**src/rtl/otsu_pkg.sv**
```systemverilog
// Shared constants, controller state and command/status types for the Otsu threshold finder.
package otsu_pkg;

   localparam int PIX_W               = 8;
   localparam int FRAC_W              = 4;
   localparam int MEAN_W              = PIX_W + FRAC_W;
   localparam int GRAY_LEVELS_DEF     = 256;
   localparam int LOG2_MAX_PIXELS_DEF = 20;

   typedef enum logic [19:0] {
      ST_CLEAR     = 20'h00001,
      ST_ACCUM     = 20'h00002,
      ST_DRAIN     = 20'h00004,
      ST_SUM_RD    = 20'h00008,
      ST_SUM_MUL   = 20'h00010,
      ST_SUM_ADD   = 20'h00020,
      ST_B_RD      = 20'h00040,
      ST_B_MUL     = 20'h00080,
      ST_B_ACC     = 20'h00100,
      ST_DIVB_GO   = 20'h00200,
      ST_DIVB_WAIT = 20'h00400,
      ST_DIVF_GO   = 20'h00800,
      ST_DIVF_WAIT = 20'h01000,
      ST_DIFF      = 20'h02000,
      ST_MUL1      = 20'h04000,
      ST_MUL2      = 20'h08000,
      ST_MUL3      = 20'h10000,
      ST_CMP       = 20'h20000,
      ST_FINISH    = 20'h40000
   } state_type;

   typedef struct packed {
      logic accum;
      logic clr_we;
      logic t_rst;
      logic t_inc;
      logic acc_clr;
      logic sum_mul;
      logic sum_add;
      logic b_rd;
      logic b_mul;
      logic b_acc;
      logic stop_set;
      logic div_start;
      logic div_sel_f;
      logic mb_load;
      logic diff;
      logic mul1;
      logic mul2;
      logic mul3;
      logic cmp;
      logic out_load;
   } cmd_type;

   typedef struct packed {
      logic t_last;
      logic wb_zero;
      logic wb_full;
      logic stop;
      logic div_busy;
      logic rsp_busy;
   } status_type;

endpackage

```
**src/rtl/otsu_ctrl.sv**
```systemverilog
// Controller state machine: histogram clear, accumulation and threshold sweep sequencing.
module otsu_ctrl (
   input  logic                 clock,
   input  logic                 reset,
   input  logic                 req_valid,
   input  logic                 req_last,
   input  otsu_pkg::status_type status,
   output otsu_pkg::cmd_type    cmd
);

   otsu_pkg::state_type state_ff, state_in;

   always_ff @(posedge clock) begin
      if (reset) begin
         state_ff <= otsu_pkg::ST_CLEAR;
      end else begin
         state_ff <= state_in;
      end
   end

   always_comb begin
      state_in = state_ff;
      cmd      = '0;
      unique case (state_ff)
         otsu_pkg::ST_CLEAR: begin
            cmd.clr_we = 1'b1;
            if (status.t_last) begin
               cmd.t_rst = 1'b1;
               state_in  = otsu_pkg::ST_ACCUM;
            end else begin
               cmd.t_inc = 1'b1;
            end
         end
         otsu_pkg::ST_ACCUM: begin
            cmd.accum = 1'b1;
            if (req_valid && req_last) begin
               state_in = otsu_pkg::ST_DRAIN;
            end
         end
         otsu_pkg::ST_DRAIN: begin
            cmd.acc_clr = 1'b1;
            cmd.t_rst   = 1'b1;
            state_in    = otsu_pkg::ST_SUM_RD;
         end
         otsu_pkg::ST_SUM_RD: begin
            state_in = otsu_pkg::ST_SUM_MUL;
         end
         otsu_pkg::ST_SUM_MUL: begin
            cmd.sum_mul = 1'b1;
            state_in    = otsu_pkg::ST_SUM_ADD;
         end
         otsu_pkg::ST_SUM_ADD: begin
            cmd.sum_add = 1'b1;
            if (status.t_last) begin
               cmd.t_rst = 1'b1;
               state_in  = otsu_pkg::ST_B_RD;
            end else begin
               cmd.t_inc = 1'b1;
               state_in  = otsu_pkg::ST_SUM_RD;
            end
         end
         otsu_pkg::ST_B_RD: begin
            cmd.b_rd = 1'b1;
            state_in = otsu_pkg::ST_B_MUL;
         end
         otsu_pkg::ST_B_MUL: begin
            cmd.b_mul = 1'b1;
            state_in  = otsu_pkg::ST_B_ACC;
         end
         otsu_pkg::ST_B_ACC: begin
            cmd.b_acc = 1'b1;
            if (!status.stop && !status.wb_zero && !status.wb_full) begin
               state_in = otsu_pkg::ST_DIVB_GO;
            end else begin
               cmd.stop_set = !status.stop && !status.wb_zero;
               if (status.t_last) begin
                  state_in = otsu_pkg::ST_FINISH;
               end else begin
                  cmd.t_inc = 1'b1;
                  state_in  = otsu_pkg::ST_B_RD;
               end
            end
         end
         otsu_pkg::ST_DIVB_GO: begin
            cmd.div_start = 1'b1;
            state_in      = otsu_pkg::ST_DIVB_WAIT;
         end
         otsu_pkg::ST_DIVB_WAIT: begin
            if (!status.div_busy) begin
               state_in = otsu_pkg::ST_DIVF_GO;
            end
         end
         otsu_pkg::ST_DIVF_GO: begin
            cmd.mb_load   = 1'b1;
            cmd.div_start = 1'b1;
            cmd.div_sel_f = 1'b1;
            state_in      = otsu_pkg::ST_DIVF_WAIT;
         end
         otsu_pkg::ST_DIVF_WAIT: begin
            if (!status.div_busy) begin
               state_in = otsu_pkg::ST_DIFF;
            end
         end
         otsu_pkg::ST_DIFF: begin
            cmd.diff = 1'b1;
            state_in = otsu_pkg::ST_MUL1;
         end
         otsu_pkg::ST_MUL1: begin
            cmd.mul1 = 1'b1;
            state_in = otsu_pkg::ST_MUL2;
         end
         otsu_pkg::ST_MUL2: begin
            cmd.mul2 = 1'b1;
            state_in = otsu_pkg::ST_MUL3;
         end
         otsu_pkg::ST_MUL3: begin
            cmd.mul3 = 1'b1;
            state_in = otsu_pkg::ST_CMP;
         end
         otsu_pkg::ST_CMP: begin
            cmd.cmp = 1'b1;
            if (status.t_last) begin
               state_in = otsu_pkg::ST_FINISH;
            end else begin
               cmd.t_inc = 1'b1;
               state_in  = otsu_pkg::ST_B_RD;
            end
         end
         otsu_pkg::ST_FINISH: begin
            if (!status.rsp_busy) begin
               cmd.out_load = 1'b1;
               cmd.t_rst    = 1'b1;
               state_in     = otsu_pkg::ST_ACCUM;
            end
         end
         default: begin
            state_in = otsu_pkg::ST_CLEAR;
         end
      endcase
   end

endmodule

```
**config.mk**
```make
export PLATFORM = sky130hd
export DESIGN_NAME = otsu_ctrl
export DESIGN_NICKNAME = d
export VERILOG_FILES = /design/src/rtl/otsu_pkg.sv /design/src/rtl/otsu_ctrl.sv
export SDC_FILE = /design/constraint.sdc
export NUM_CORES = 1
export LEC_CHECK = 0
export BUFFER_PORTS_ARGS = -buffer_cell sky130_fd_sc_hd__buf_2
export CAP_MARGIN = 20
export CORE_UTILIZATION = 47
export CTS_CLUSTER_SIZE = 20
export DETAILED_ROUTE_END_ITERATION = 8
export HOLD_SLACK_MARGIN = 0.1
export MAX_ROUTING_LAYER = met4
export PLACE_DENSITY = 0.74
export SLEW_MARGIN = 30
export SYNTH_ARGS = -nofsm -noshare
export SYNTH_HDL_FRONTEND = slang
export SYNTH_SLANG_ARGS = --single-unit
export TNS_END_PERCENT = 10
```
**constraint.sdc**
```tcl
create_clock -name clock -period 2 [get_ports clock]
set_input_delay 0.1 -clock clock [delete_from_list [all_inputs] [get_ports clock]]
set_output_delay 0.1 -clock clock [all_outputs]
set_load 0.02 [all_outputs]
```
==> results.json <==
{
  "numClockSinks": 19,
  "synth_edf_count": 0,
  "p_total_mw": 1.01,
  "r2r_start": "state_ff[12]$_SDFFE_PP0P_",
  "fin_crit_ps": 2300,
  "reg2reg_depth": 11,
  "cts_max_level": 1,
  "yosys_warnings": 0,
  "via_per_inst": 5.86,
  "cp_num_cells": 6,
  "fill_cells": 153,
  "slew_headroom_pct": 71.7,
  "antenna_found_initial": 0,
  "post-route-period-util_pct": 115,
  "cp_slowest_cell": "dfxtp_4",
  "finalClockSkew_ps": 5.10,
  "die_w_um": 53.7,
  "worst_pin_slew_ps": 414,
  "die_h_um": 53.7,
  "cts_buffers": 3,
  "cp_cell_sequence": "nor4_4, nand4_1, or3_4, o32ai_4, o21a_1, buf_6",
  "gp_congestion": 0.888,
  "critPathMaxFanout": 6,
  "postRouteAntennaNets": 0,
  "yosysTopAreaCell": "dfxtp_1",
  "ctsRootBufferMaster": "clkbuf_4",
  "hold_path_depth": 5,
  "async_reset_ff_share_pct": 0,
  "place_area_mm2": 0.00161,
  "syn_inst": 141,
  "cts_buffer_depth": 2,
  "cp-start-kind": "register",
  "synth.yosys.seq_area_share_pct": 30.3,
  "fmax_mhz": 434,
  "grt_pass1_wl_mm": 6.34,
  "critPathTopFamily": "simple AND/OR/NAND/NOR gates",
  "grt_start_max_net_pins": 12,
  "arrival_ps": 2200,
  "core_mm2": 0.00250,
  "synth.most_common_cell": "dfxtp_1",
  "fin_nets": 224,
  "ios": 30,
  "synth_top_area_share_pct": 30.3,
  "required_ps": 1900,
  "cts_tree": "built",
  "drc": 0,
  "synth_top_cells_by_area": "dfxtp_1 30%, nor4_4 6.8%, nor2_1 5.1%",
  "setup_viol": 27,
  "detail_route.iter0.violations": 37,
  "cap_viol_max_count": 0,
  "grt_use_total_pct": 32.1,
  "final_area_mm2": 0.00195,
  "synthToLayoutAreaGrowth_pct": 55.0,
  "ir_worst_vdd_mv": 0.584,
  "first_pass_iters": 4,
  "grt_pass1_vias": 1394,
  "avgSynthCellArea_um2": 8.91,
  "synth_area_mm2": 0.00126,
  "hold_start": "status[0]",
  "finalHoldViolations": 0,
  "r2r_slack_ps": -200,
  "rsz0062_at_grt": "true",
  "largest_reg_flops": 19,
  "cellPowerDensity_mw_per_mm2": 518,
  "slowest_delay_ps": 390,
  "violations": "setup timing",
  "synth-seq-cells": 19,
  "clk_pin_slew_worst_paths_ps": 120,
  "wl_per_cell_um": 17.0,
  "worstHoldPathType": "primary input to register",
  "fp-row-count": 18,
  "whs_endpoint": "state_ff[18]$_SDFFE_PP0P_",
  "reg_top3": "state_ff x19",
  "wl_mm": 4.12,
  "synthesis.nets": 151,
  "synth_cell_types": 51,
  "leakagePower_nw": 0.844,
  "dp_hpwl_mm": 2.69,
  "netlist_top_cells_count": "19 x dfxtp_1, 17 x nor2_1, 11 x nor3_1, 8 x nand2_1, 8 x nor4_1",
  "worst_slack_ps": -303,
  "ys.flop_type": "dfxtp_1",
  "antennaDiodeCount": 0,
  "reg2reg_to": "state_ff[1]$_SDFFE_PP0P_",
  "top_register": "state_ff",
  "dr_total_vias": 1423,
  "finalSetupTns_ps": -2800,
  "worstSetupEndpointType": "output pin",
  "io_buffers": 29,
  "final-max-slew-violation-count": 0,
  "drive_above_1_share_pct": 50.2,
  "crit_type": "register to output pin",
  "gr-total-overflow": 0,
  "dieArea_mm2": 0.00288,
  "status": "finished with violations",
  "start_util_pct": 50.3,
  "clk_latency_ps": 310,
  "worst-path-buf-inv": 1,
  "hold_slack_ps": 342
}
cell usage in the layout, fill, tap and decap left out, types with 3 or more instances in the layout:
master,count
nor3_1,5
buf_6,15
dfxtp_1,13
clkbuf_4,3
nand2_1,8
nor2_2,3
nand3_1,5
nand2b_1,6
dfxtp_2,3
nor4_1,8
buf_2,14
nor2_1,14
nor3_2,6
dfxtp_4,3
nor4_4,4
dlygate4sd3_1,6
a21oi_1,4
a21o_1,3
inv_1,3
o21ai_0,3
buf_4,37
logic make-up (layout without fill, tap and decap cells):
kind of cell / Yosys count / after routing / share of synthesized area, %
and+or+nand+nor: 88 / 88 / 47.9
AOI/OAI and AO/OA: 23 / 23 / 15.4
DFF: 19 / 19 / 30.3
buffers and inverters: 8 / 80 / 4.18
xor gates and xnor gates: 2 / 2 / 1.39
muxes: 1 / 1 / 0.797
final cells by class:
cell class / count / area, µm² / area share [%]
multi-input combinational: 114 / 880 / 45.2
timing repair buffer: 73 / 597 / 30.7
sequential: 19 / 395 / 20.3
tap: 30 / 37.5 / 1.93
clock buffer: 4 / 26.3 / 1.35
inverter: 3 / 11.3 / 0.578
worst max-delay path by stage:
stage                                         start                   endpoint  slack (ps)
after floorplan            state_ff[4]$_SDFFE_PP0P_                    cmd[17]        -100
after global placement    state_ff[12]$_SDFFE_PP0P_  state_ff[18]$_SDFFE_PP0P_           7
after detailed placement  state_ff[12]$_SDFFE_PP0P_                    cmd[16]         -20
after CTS                 state_ff[15]$_SDFFE_PP0P_                    cmd[16]        -310
after global routing      state_ff[12]$_SDFFE_PP0P_                    cmd[16]        -410
final                     state_ff[12]$_SDFFE_PP0P_                    cmd[16]        -300
timing repair:
action	4_1_cts	5_1_grt
endpoints found under the hold margin	5	0
pin swaps	16	8
gates resized for setup	30	22
endpoints found under the setup margin	27	34
hold buffers	6	0
setup buffers	11	1
where the power goes:
group / switching (mW) / internal (mW) / total [mW]
sequential: 0.0149 / 0.385 / 0.400
combinational: 0.208 / 0.193 / 0.401
clock: 0.130 / 0.0779 / 0.208
through the flow:
stage	util [%]	instances	worst slack [ps]
finish	77.9	243	-303
global route	77.9	243	-406
CTS	74.7	242	-313
detailed placement	64.3	221	-23.9
global placement	64.3	221	7.11
floorplan	-	141	-98.2
layer usage:
metal	vias to the layer above	routed length, µm	part of all wire [%]	GRT usage, %
met5	-	0	0	-
met4	0	58	1.4	8.33
met3	6	171	4.2	7.34
met2	46	2180	53	57.6
met1	688	1710	41	35.2
li1	683	-	-	-
worst register-to-register path, stage by stage (launching register included):
cell	delay (ps)
dfxtp_4	390
nor4_4	390
nand2_1	150
or3_4	360
nor3b_2	180
buf_4	130
buf_6	80
buf_6	80
buf_6	80
buf_6	80
buf_6	70
o311a_1	160
Note: power is estimated with default switching activity, not from simulation.
